--- src/hw/rtl/fp4bsd_pkg.sv ---
`default_nettype none

package fp4bsd_pkg;

  // Block sum width, sized for the largest supported block (256 columns):
  // 256 * 12 * 128 = 393216 fits in 20 signed bits.
  localparam int SUM_W       = 20;
  localparam int QUEUE_DEPTH = 4;
  localparam int QUEUE_PTR_W = 2;
  localparam int ACC_W       = 64;

  localparam logic [7:0] SCALE_CODE_INF = 8'hFF;
  localparam logic [7:0] EXP_BASE_RESET = 8'd127;

  localparam logic signed [ACC_W-1:0] ACC_MAX = {1'b0, {(ACC_W-1){1'b1}}};
  localparam logic signed [ACC_W-1:0] ACC_MIN = {1'b1, {(ACC_W-1){1'b0}}};

  typedef struct packed {
    logic [7:0]        weight_pair;
    logic signed [7:0] activation_even;
    logic signed [7:0] activation_odd;
    logic [7:0]        block_scale_code;
    logic              row_end;
  } in_item_t;

  typedef struct packed {
    logic signed [ACC_W-1:0] row_total;
    logic                    saturated;
    logic                    infinite_scale;
  } out_item_t;

  // One closed block, handed from the front to the back.
  typedef struct packed {
    logic signed [SUM_W-1:0] sum;
    logic [7:0]              code;
    logic                    last;
  } block_rec_t;

  // E2M1 code to doubled signed value: magnitudes 0,1,2,3,4,6,8,12.
  function automatic logic signed [4:0] fp4_value(input logic [3:0] code);
    logic [4:0] mag;
    begin
      case (code[2:0])
        3'd0:    mag = 5'd0;
        3'd1:    mag = 5'd1;
        3'd2:    mag = 5'd2;
        3'd3:    mag = 5'd3;
        3'd4:    mag = 5'd4;
        3'd5:    mag = 5'd6;
        3'd6:    mag = 5'd8;
        3'd7:    mag = 5'd12;
        default: mag = 5'd0;
      endcase
      fp4_value = code[3] ? -$signed(mag) : $signed(mag);
    end
  endfunction

endpackage

`default_nettype wire

--- src/hw/rtl/fp4bsd_front.sv ---
`default_nettype none

module fp4bsd_front import fp4bsd_pkg::*; #(
  parameter int BLOCK_COLUMNS = 32
) (
  input  wire logic       clk,
  input  wire logic       rst_n,
  input  wire logic       accept,
  input  wire in_item_t   item,
  output      logic       push,
  output      block_rec_t rec
);

  localparam int PAIRS  = BLOCK_COLUMNS / 2;
  localparam int PAIR_W = (PAIRS > 1) ? $clog2(PAIRS) : 1;

  logic signed [SUM_W-1:0]  block_sum_r, block_sum_nxt;
  logic [PAIR_W-1:0]        pair_cnt_r, pair_cnt_nxt;
  logic signed [12:0]       prod_even, prod_odd;
  logic signed [SUM_W-1:0]  sum_new;
  logic                     close;

  assign prod_even = 13'(fp4_value(item.weight_pair[3:0])) * 13'(item.activation_even);
  assign prod_odd  = 13'(fp4_value(item.weight_pair[7:4])) * 13'(item.activation_odd);
  assign sum_new   = block_sum_r + SUM_W'(prod_even) + SUM_W'(prod_odd);
  assign close     = item.row_end || (pair_cnt_r == PAIR_W'(PAIRS - 1));

  assign push      = accept && close;
  assign rec.sum   = sum_new;
  assign rec.code  = item.block_scale_code;
  assign rec.last  = item.row_end;

  always_comb begin
    block_sum_nxt = block_sum_r;
    pair_cnt_nxt  = pair_cnt_r;
    if (accept) begin
      if (close) begin
        block_sum_nxt = '0;
        pair_cnt_nxt  = '0;
      end else begin
        block_sum_nxt = sum_new;
        pair_cnt_nxt  = pair_cnt_r + PAIR_W'(1);
      end
    end
  end

  always_ff @(posedge clk) begin
    if (!rst_n) begin
      block_sum_r <= '0;
      pair_cnt_r  <= '0;
    end else begin
      block_sum_r <= block_sum_nxt;
      pair_cnt_r  <= pair_cnt_nxt;
    end
  end

  a_pair_cnt_range: assert property (@(posedge clk) disable iff (!rst_n)
    pair_cnt_r <= PAIR_W'(PAIRS - 1))
    else $error("pair counter past block length");

  a_close_clears: assert property (@(posedge clk) disable iff (!rst_n)
    push |=> (block_sum_r == '0) && (pair_cnt_r == '0))
    else $error("block state not cleared after close");

endmodule

`default_nettype wire

--- src/hw/rtl/fp4bsd_queue.sv ---
`default_nettype none

module fp4bsd_queue import fp4bsd_pkg::*; (
  input  wire logic       clk,
  input  wire logic       rst_n,
  input  wire logic       push,
  input  wire block_rec_t push_rec,
  input  wire logic       pop,
  output      block_rec_t head,
  output      logic       empty,
  output      logic       full
);

  block_rec_t               slot_r [QUEUE_DEPTH];
  logic [QUEUE_PTR_W-1:0]   wr_ptr_r, rd_ptr_r;
  logic [QUEUE_PTR_W:0]     count_r, count_nxt;

  assign head  = slot_r[rd_ptr_r];
  assign empty = (count_r == '0);
  assign full  = (count_r == (QUEUE_PTR_W+1)'(QUEUE_DEPTH));

  always_comb begin
    count_nxt = count_r;
    if (push && !pop) count_nxt = count_r + (QUEUE_PTR_W+1)'(1);
    else if (pop && !push) count_nxt = count_r - (QUEUE_PTR_W+1)'(1);
  end

  always_ff @(posedge clk) begin
    if (push) slot_r[wr_ptr_r] <= push_rec;
  end

  always_ff @(posedge clk) begin
    if (!rst_n) begin
      wr_ptr_r <= '0;
      rd_ptr_r <= '0;
      count_r  <= '0;
    end else begin
      if (push) wr_ptr_r <= wr_ptr_r + QUEUE_PTR_W'(1);
      if (pop)  rd_ptr_r <= rd_ptr_r + QUEUE_PTR_W'(1);
      count_r <= count_nxt;
    end
  end

  a_no_push_full: assert property (@(posedge clk) disable iff (!rst_n)
    full |-> !push)
    else $error("push into full queue");

  a_no_pop_empty: assert property (@(posedge clk) disable iff (!rst_n)
    empty |-> !pop)
    else $error("pop from empty queue");

endmodule

`default_nettype wire

--- src/hw/rtl/fp4bsd_back.sv ---
`default_nettype none

module fp4bsd_back import fp4bsd_pkg::*; #(
  parameter int MAX_LEFT_SHIFT = 40
) (
  input  wire logic       clk,
  input  wire logic       rst_n,
  input  wire logic [7:0] exp_base,
  input  wire block_rec_t head,
  input  wire logic       empty,
  output      logic       pop,
  output      logic       out_valid,
  input  wire logic       out_stall,
  output      out_item_t  out_data
);

  localparam int SHL_W = ACC_W + SUM_W;

  typedef struct packed {
    logic signed [ACC_W-1:0] value;
    logic                    force_lim;
    logic                    neg;
    logic                    inf;
    logic                    last;
  } scaled_t;

  // Stage 1: scale the block sum.
  scaled_t                 s1_r, s1_nxt;
  logic                    s1_valid_r;
  logic                    s1_take, out_free;
  logic [SUM_W-1:0]        mag;
  logic signed [8:0]       shift;
  logic [7:0]              rshift;
  logic [SHL_W-1:0]        shl;

  // Stage 2: saturating accumulate.
  logic signed [ACC_W-1:0] acc_r, acc_nxt;
  logic                    ovf_r, ovf_nxt;
  logic                    inf_r, inf_nxt;
  logic signed [ACC_W:0]   add_wide;
  logic                    out_valid_r;
  out_item_t               out_r;

  assign out_free = !out_valid_r || !out_stall;
  assign s1_take  = s1_valid_r && (!s1_r.last || out_free);
  assign pop      = !empty && (!s1_valid_r || s1_take);

  assign mag    = head.sum[SUM_W-1] ? SUM_W'(-head.sum) : SUM_W'(head.sum);
  assign shift  = $signed({1'b0, head.code}) - $signed({1'b0, exp_base});
  assign rshift = 8'(-shift);
  assign shl    = SHL_W'(mag) << shift[7:0];

  always_comb begin
    s1_nxt           = '0;
    s1_nxt.neg       = head.sum[SUM_W-1];
    s1_nxt.inf       = (head.code == SCALE_CODE_INF);
    s1_nxt.last      = head.last;
    if (head.sum != '0) begin
      if (s1_nxt.inf || (!shift[8] && (shift[7:0] > 8'(MAX_LEFT_SHIFT)))) begin
        s1_nxt.force_lim = 1'b1;
      end else if (!shift[8]) begin
        // anything at or above bit 63 does not fit a signed 64-bit value
        if (|shl[SHL_W-1:ACC_W-1]) begin
          s1_nxt.force_lim = 1'b1;
        end else if (s1_nxt.neg) begin
          s1_nxt.value = -$signed(shl[ACC_W-1:0]);
        end else begin
          s1_nxt.value = $signed(shl[ACC_W-1:0]);
        end
      end else begin
        // floor division by 2^r
        s1_nxt.value = ACC_W'(head.sum) >>> rshift;
      end
    end
  end

  assign add_wide = {acc_r[ACC_W-1], acc_r} + {s1_r.value[ACC_W-1], s1_r.value};

  always_comb begin
    acc_nxt = acc_r;
    ovf_nxt = ovf_r;
    inf_nxt = inf_r || s1_r.inf;
    if (s1_r.force_lim) begin
      acc_nxt = s1_r.neg ? ACC_MIN : ACC_MAX;
      ovf_nxt = 1'b1;
    end else if (add_wide[ACC_W] != add_wide[ACC_W-1]) begin
      acc_nxt = add_wide[ACC_W] ? ACC_MIN : ACC_MAX;
      ovf_nxt = 1'b1;
    end else begin
      acc_nxt = add_wide[ACC_W-1:0];
    end
  end

  always_ff @(posedge clk) begin
    if (pop) s1_r <= s1_nxt;
    if (s1_take && s1_r.last) begin
      out_r.row_total      <= acc_nxt;
      out_r.saturated      <= ovf_nxt;
      out_r.infinite_scale <= inf_nxt;
    end
  end

  always_ff @(posedge clk) begin
    if (!rst_n) begin
      s1_valid_r  <= 1'b0;
      acc_r       <= '0;
      ovf_r       <= 1'b0;
      inf_r       <= 1'b0;
      out_valid_r <= 1'b0;
    end else begin
      if (pop) s1_valid_r <= 1'b1;
      else if (s1_take) s1_valid_r <= 1'b0;
      if (s1_take) begin
        if (s1_r.last) begin
          acc_r <= '0;
          ovf_r <= 1'b0;
          inf_r <= 1'b0;
        end else begin
          acc_r <= acc_nxt;
          ovf_r <= ovf_nxt;
          inf_r <= inf_nxt;
        end
      end
      if (s1_take && s1_r.last) out_valid_r <= 1'b1;
      else if (!out_stall) out_valid_r <= 1'b0;
    end
  end

  assign out_valid = out_valid_r;
  assign out_data  = out_r;

  a_row_clears_acc: assert property (@(posedge clk) disable iff (!rst_n)
    (s1_take && s1_r.last) |=> (acc_r == '0) && !ovf_r && !inf_r)
    else $error("accumulator not cleared after row");

  a_last_waits: assert property (@(posedge clk) disable iff (!rst_n)
    (s1_valid_r && s1_r.last && out_valid_r && out_stall) |=> s1_valid_r)
    else $error("row result dropped while output stalled");

endmodule

`default_nettype wire

--- src/hw/rtl/fp4_block_scaled_dot.sv ---
// Block-scaled FP4 x int8 dot product, one row at a time.
//
// Input channel (in_valid / in_stall / in_data): one column pair per transfer,
// two E2M1 weight codes plus two int8 activations, the block scale code and a
// row_end mark. A transfer can occur every cycle; in_stall rises only when the
// block-close queue between front and back is full.
// Config channel (cfg_valid / cfg_ready / cfg_data): writes exponent_base.
// cfg_ready is always high. Write only while no row is in flight.
// Output channel (out_valid / out_stall / out_data): one transfer per row with
// the saturated 64-bit row total and the overflow / infinite-scale flags.
// Throughput: one column pair per cycle while in_stall is low. Front decodes and
// sums each pair into a registered block sum; each block close goes through a
// queue into a two-stage back end (shift stage, saturating accumulate stage),
// which takes one block per cycle unless a row's final block waits on the output.
// After the row_end transfer, out_valid rises from the output register when it is free.
// Out stall: the result sits in the output register; the back end keeps
// absorbing non-final blocks and holds only the next row's final block, then
// the 4-entry queue fills and in_stall rises.
// Reset (rst_n low, synchronous): clears block sum, pair count, accumulator,
// flags, queue and valids; exponent_base returns to 127. No clearing pass.
`default_nettype none

module fp4_block_scaled_dot import fp4bsd_pkg::*; #(
  parameter int BLOCK_COLUMNS  = 32,
  parameter int MAX_LEFT_SHIFT = 40
) (
  input  wire logic       clk,
  input  wire logic       rst_n,
  input  wire logic       in_valid,
  output      logic       in_stall,
  input  wire in_item_t   in_data,
  output      logic       out_valid,
  input  wire logic       out_stall,
  output      out_item_t  out_data,
  input  wire logic       cfg_valid,
  output      logic       cfg_ready,
  input  wire logic [7:0] cfg_data
);

  logic [7:0] exp_base_val_r;
  logic       in_accept;
  logic       push, pop, q_empty, q_full;
  block_rec_t push_rec, head;

  // exponent_base register; back end reads it directly, so writes must happen
  // only while idle; the block itself does not enforce this
  assign cfg_ready = 1'b1;

  always_ff @(posedge clk) begin
    if (!rst_n) begin
      exp_base_val_r <= EXP_BASE_RESET;
    end else begin
      if (cfg_valid && cfg_ready) exp_base_val_r <= cfg_data;
    end
  end

  assign in_stall  = q_full;
  assign in_accept = in_valid && !in_stall;

  // front: decode, multiply, block sum, close detection
  fp4bsd_front #(
    .BLOCK_COLUMNS(BLOCK_COLUMNS)
  ) u_front (
    .clk    (clk),
    .rst_n  (rst_n),
    .accept (in_accept),
    .item   (in_data),
    .push   (push),
    .rec    (push_rec)
  );

  // decoupling queue of closed blocks
  fp4bsd_queue u_queue (
    .clk      (clk),
    .rst_n    (rst_n),
    .push     (push),
    .push_rec (push_rec),
    .pop      (pop),
    .head     (head),
    .empty    (q_empty),
    .full     (q_full)
  );

  // back: scaling shift, saturating row accumulate, output register
  fp4bsd_back #(
    .MAX_LEFT_SHIFT(MAX_LEFT_SHIFT)
  ) u_back (
    .clk       (clk),
    .rst_n     (rst_n),
    .exp_base  (exp_base_val_r),
    .head      (head),
    .empty     (q_empty),
    .pop       (pop),
    .out_valid (out_valid),
    .out_stall (out_stall),
    .out_data  (out_data)
  );

endmodule

`default_nettype wire

--- config.mk ---
export PLATFORM = sky130hd
export DESIGN_NAME = fp4_block_scaled_dot
export DESIGN_NICKNAME = d
export VERILOG_FILES = /design/src/hw/rtl/fp4bsd_pkg.sv /design/src/hw/rtl/fp4bsd_front.sv /design/src/hw/rtl/fp4bsd_queue.sv /design/src/hw/rtl/fp4bsd_back.sv /design/src/hw/rtl/fp4_block_scaled_dot.sv
export SDC_FILE = /design/constraint.sdc
export NUM_CORES = 1
export LEC_CHECK = 0
export ABC_CLOCK_PERIOD_IN_PS = 8800
export BUFFER_PORTS_ARGS = -buffer_cell sky130_fd_sc_hd__buf_2
export CAP_MARGIN = 20
export CORE_MARGIN = 3
export CORE_UTILIZATION = 40
export DETAILED_ROUTE_END_ITERATION = 10
export SYNTH_ARGS = -nofsm -noshare
export SYNTH_HDL_FRONTEND = slang
export SYNTH_SLANG_ARGS = --single-unit
--- constraint.sdc ---
create_clock -name clk -period 8.8 [get_ports clk]
set_clock_uncertainty 0.05 [all_clocks]
set_input_delay 0.88 -clock clk [delete_from_list [all_inputs] [get_ports clk]]
set_output_delay 0.88 -clock clk [all_outputs]
set_load 0.03 [all_outputs]
# Word level (Yosys, flattened, before mapping)
# Memory sizes are Yosys's and may differ from the RTL's. A register that Yosys moved wholly into a read port is not among the register bits.
# Cells that the tools add are included.
# op_classes
n_addsub,14
mul,2
n_lt_le_gt_ge,1
eq_ne,5
shift,2
n_mux,30
bitwise,1
reduce_logical,29
# op_table
op,count
two-way mux 64 bit,8
left shift 20 x 8 -> 84 bit,1
adder 64 x 64 -> 65 bit,1
negation 64 bit,1
>>> shifter 20 x 8 -> 64 bit,1
adder 20 x 13 -> 20 bit,2
two-way mux 20 bit,2
multiplier 5 x 8 -> 13 bit,2
OR reduction 21 bit,1
negation 20 bit,1
nonzero test 20 bit,1
two-way mux 1 bit,13
two-way mux 5 bit,2
negation 5 bit,2
zero test 1 bit,9
subtractor 8 x 8 -> 9 bit,1
"== test 8 bit, second input constant",1
"> comparator 8 x 6 -> 1 bit, second input constant",1
logical AND 1 bit,8
negation 8 bit,1
logical OR 1 bit,6
two-way mux 3 bit,2
"adder 2 x 1 -> 2 bit, second input constant",2
"adder 4 x 1 -> 4 bit, second input constant",1
12 further kinds,14
# word_totals
register_bits,241
ram_bits,116
rom_bits,64
inputBits,46
out_inout_bits,69
wordCells,106
memories,3
# memory_table
memory,words,word_bits,read_ports,rd_clocked_by_memory_dff,write_ports,line_no,text
u_queue.slot_r,4,29,1,1,1,fp4bsd_queue.sv:14,block_rec_t slot_r [QUEUE_DEPTH];
(no name shown),8,4,1,0,0,fp4bsd_pkg.sv:43,case (code[2:0])
(no name shown),8,4,1,0,0,fp4bsd_pkg.sv:43,

# Longest topological paths before layout
# logic_depth
depth_word,9
depth_mapped,31
depth_no_buf,30

# Cells and area by module
# From an unflattened synthesis, not the netlist that was laid out.
# hier_totals
cells_unflattened,3166
hier_area_um2,29117.9
# modules_own_cells
module,n_inst,cells_per_inst,area_per_inst_um2,seq_area_each_um2
fp4bsd_back,1,2292,18392.6,5385.2
fp4bsd_front,1,651,5781.8,480.5
fp4bsd_queue,1,194,4638.2,3663.5
fp4_block_scaled_dot,1,29,305.3,160.2

# Worst setup path before layout
# No wires, ideal clock.
# synth_timing
path_type,input to register
start,in in_data[31] (netlist name)
end,reg u_front.block_sum_r[18]
setup_time_ps,116
arrival_time_ps,7412
required_ps,8634
setup_slack_ps,1222
stages,31
n_path_buf,1
cell_sequence,clkbuf_1 > nand2_1 > mux2_2 > ha_1 > nor2b_1 > xnor2_1 > and2_1 > fa_1 > inv_1 > fa_1 > inv_1 > fa_1 > inv_1 > fa_1 > inv_1 > fa_1 > fa_1 > a21o_1 > a21oi_1 > o21bai_1 > a21oi_1 > o21bai_1 > a21oi_1 > o21bai_1 > a21oi_1 > o21bai_1 > a21oi_1 > o211ai_1 > a21oi_1 > xnor2_1 > a31o_2
# synth_lines
item,line_no,text
from (decl),fp4_block_scaled_dot.sv:31,"input wire in_item_t in_data,"
to (signal assigned),fp4bsd_front.sv:52,block_sum_r <= block_sum_nxt;
to (decl),fp4bsd_front.sv:17,"logic signed [SUM_W-1:0] block_sum_r, block_sum_nxt;"

==> flow_metrics.tcl <==
set metrics [dict create \
    status "finished clean" \
    cts_resized 0 \
    critical_path_required_ps 9050 \
    cp_max_fanout 9 \
    residual_drc 0 \
    unrepaired_setup_endpoints_after_global_routing "no" \
    num-fill-cells 6884 \
    synth-edff-count 250 \
    synth.ff_latch_count 359 \
    synth_async_sr_flop_share_pct 0 \
    post_cts.repair.setup_buffers 0 \
    post_route_cells_drive_above_1_share_pct 11.4 \
    slew_viols_final 0 \
    yosys_warnings 0 \
    gr-usage-all-layers_pct 21.7 \
    ctsHtreeMaxLevel 2 \
    final.period_utilization_pct 88.5 \
    netlist.top_cell.by_area "sky130_fd_sc_hd__edfxtp_1" \
    area_growth_pct 10.7 \
    dominantRegCellSynth "sky130_fd_sc_hd__edfxtp_1" \
    grt_start_max_net_pins 73 \
    worst_ep_arrival_time_ps 8040 \
    slowest_stage_delay_on_critical_path_ps 530 \
    n_antenna_cell 0 \
    design.portCount 115 \
    worstMarginPinSlew_ps 1150 \
    dpl.hpwl_microns 62100 \
    grt.overflow.total 0 \
    postSynthCellCount 3127 \
    placedInstanceArea_sq_um 30200 \
    die_x_microns 274 \
    postCtsHoldBufs 0 \
    cpMaxStageDelayCell "sky130_fd_sc_hd__fa_1" \
    cap_violations 0 \
    via_density 5.75 \
    final_nets 3480 \
    rows 97 \
    fp.dieArea_sq_um 74800 \
    cts.path.max_buffers 3 \
    cts_tree "built" \
    final_report_setup_violation_count 0 \
    period_minus_slack_ps 7790 \
    synth_area_leaders "sky130_fd_sc_hd__edfxtp_1, sky130_fd_sc_hd__dfxtp_1, sky130_fd_sc_hd__fa_1, sky130_fd_sc_hd__ha_1, sky130_fd_sc_hd__nand2_1" \
    worst_skew_pair.late_latency_ps 590 \
    wl_per_cell_microns 19.8 \
    antenna_found_initial 0 \
    clock_tree.root_cell "sky130_fd_sc_hd__clkbuf_16" \
    wl_microns 82100 \
    crit_path_start_kind "input port" \
    synth_top_cell_area_share_pct 26.2 \
    initial_core_util_pct 40.6 \
    first_pass_grt_wire_length_microns 130000 \
    final_antenna_net_count 0 \
    most_numerous_cell_in_the_yosys_netlist "sky130_fd_sc_hd__nand2_1" \
    final_area_sq_um 31700 \
    critical_path.most_common_cell "sky130_fd_sc_hd__fa_1" \
    die_height_microns 274 \
    final_hold_viol_count 0 \
    gp_routability_congestion 1.00 \
    count_of_clock_tree_sinks 359 \
    slew_headroom_pct 23.0 \
    synth_cell_count_leaders "sky130_fd_sc_hd__nand2_1, sky130_fd_sc_hd__nor2_1, sky130_fd_sc_hd__edfxtp_1" \
    post_synth.cell_area_avg_sq_um 9.15 \
    coreArea_sq_um 70500 \
    hold_class "reg2reg" \
    detail_route.iter0.violations 2079 \
    drtPass1Iterations 8 \
    netlist_area_sq_um 28600 \
    vias 23800 \
    timing_worst_setup_path_type "in2reg" \
    number_of_global_route_vias_before_repair 23000 \
    fmax_mhz 128 \
    syn-num-nets 3433 \
    worst_setup_hold_path_clk_slew_ps 60 \
    yosysSeqAreaShare_pct 33.9 \
    buffer_ports.inserted 113 \
    number_of_library_cell_types_mapped_by_synthesis 104 \
    cts_inserted_buffers 42 \
    totalNegativeSetupSlack_ps 0 \
    crit_path_end_kind "flip-flop" \
]
==> cell type report <==
cell class                 instances  area (sq um)  area share [%]
clock buffer                      49          1120            3.53
clock inverter                    29           378            1.19
timing repair buffer             164           953            3.01
tap                              940          1180            3.71
sequential                       359          9690            30.6
multi-input combinational       2384         17500            55.3
inverter                         223           837            2.64
==> metrics by stage <==
stage | cells | util (%) | hold WS (ps) | setup WS (ps)
after CTS | 4146 | 44.9 | 417 | 1050
after floorplan | 3127 | - | 379 | 1220
final | 4148 | 44.9 | 410 | 1010
after global placement | 4068 | 42.8 | 393 | 628
after detailed placement | 4068 | 42.8 | 400 | 434
after global routing | 4148 | 44.9 | 434 | 371
==> layout by cell type, fill, tap and decap left out, types with 18 or more instances in the layout <==
cell                        instances
sky130_fd_sc_hd__buf_4             49
sky130_fd_sc_hd__a21oi_1          185
sky130_fd_sc_hd__and2_1            68
sky130_fd_sc_hd__nand2_1          307
sky130_fd_sc_hd__o21ai_1           46
sky130_fd_sc_hd__nor3_1            39
sky130_fd_sc_hd__mux2i_1           38
sky130_fd_sc_hd__clkbuf_16         43
sky130_fd_sc_hd__a22oi_1           38
sky130_fd_sc_hd__fa_1             107
sky130_fd_sc_hd__nor2b_1           49
sky130_fd_sc_hd__a31oi_1           44
sky130_fd_sc_hd__and3_1            35
sky130_fd_sc_hd__xor2_1            55
sky130_fd_sc_hd__o211ai_1          29
sky130_fd_sc_hd__o21bai_1          19
sky130_fd_sc_hd__inv_1            218
sky130_fd_sc_hd__edfxtp_1         250
sky130_fd_sc_hd__nand4_1           32
sky130_fd_sc_hd__mux4_2            32
sky130_fd_sc_hd__ha_1             151
sky130_fd_sc_hd__or2_2             19
sky130_fd_sc_hd__nand2b_1          22
sky130_fd_sc_hd__o21ai_0          159
sky130_fd_sc_hd__a211oi_1          19
sky130_fd_sc_hd__dfxtp_1          108
sky130_fd_sc_hd__nor2_1           305
sky130_fd_sc_hd__nand3_1           59
sky130_fd_sc_hd__buf_2            113
sky130_fd_sc_hd__xnor2_1           97
sky130_fd_sc_hd__o31ai_1           24
sky130_fd_sc_hd__nor4_1            18
sky130_fd_sc_hd__a21o_1            60
==> path summary, 6_finish.rpt <==
kind	startpoint	end	slack, ps	depth (start not counted)
setup / recovery	in_data[31]	u_queue.slot_r[0][25]$_DFFE_PP_	1010	30
hold / removal	u_back.inf_r$_SDFFE_PN0P_	u_back.inf_r$_SDFFE_PN0P_	410	2
setup reg to reg	flip-flop	u_back.s1_r[14]$_SDFFCE_PP0P_	1570	16
hold reg to reg	u_back.inf_r$_SDFFE_PN0P_	u_back.inf_r$_SDFFE_PN0P_	410	2
==> cell families (layout without fill, tap and decap cells) <==
family                     count (synthesis)  after routing  share of synthesized area, %
AOI/OAI and AO/OA                        862            862                          20.4
and+or+nand+nor                         1030           1030                          17.4
xor gates and xnor gates                 155            155                          4.77
adders and majority gates                260            260                          14.2
buffers and inverters                    384            465                          5.22
muxes                                     76             76                          4.08
other                                      1              1                        0.0131
DFF                                      359            359                          33.9
==> registers in the layout, indices dropped and copies added (netlist names), named ones only <==
register,flops
u_back.s1_valid_r,1
u_back.out_valid,1
u_queue.wr_ptr_r,2
u_front.block_sum_r,20
u_front.pair_cnt_r,4
u_back.acc_r,64
u_back.ovf_r,1
u_back.inf_r,1
u_queue.rd_ptr_r,2
u_queue.count_r,3
u_queue.slot_r,116
exp_base_val_r,8
u_back.out_data,66
u_back.s1_r,68
==> critical path: cells and delay by family <==
kind | cells | cell delay (ps)
buffers and inverters | 6 | 430
adders and majority gates | 7 | 3210
AOI/OAI and AO/OA | 12 | 2290
and+or+nand+nor | 4 | 980
xor gates and xnor gates | 1 | 240
==> metal layers <==
metal / routed length (microns) / GRT usage (%) / part of all wire (%)
met5: 0 / 0 / 0
met4: 3740 / 9.31 / 4.6
met3: 4510 / 2.29 / 5.5
met2: 37900 / 35.6 / 46
met1: 35900 / 29.2 / 44
Power is left out: the tool's default activity adds up to more than one toggle a clock period on the data nets, which glitch-free logic cannot reach.
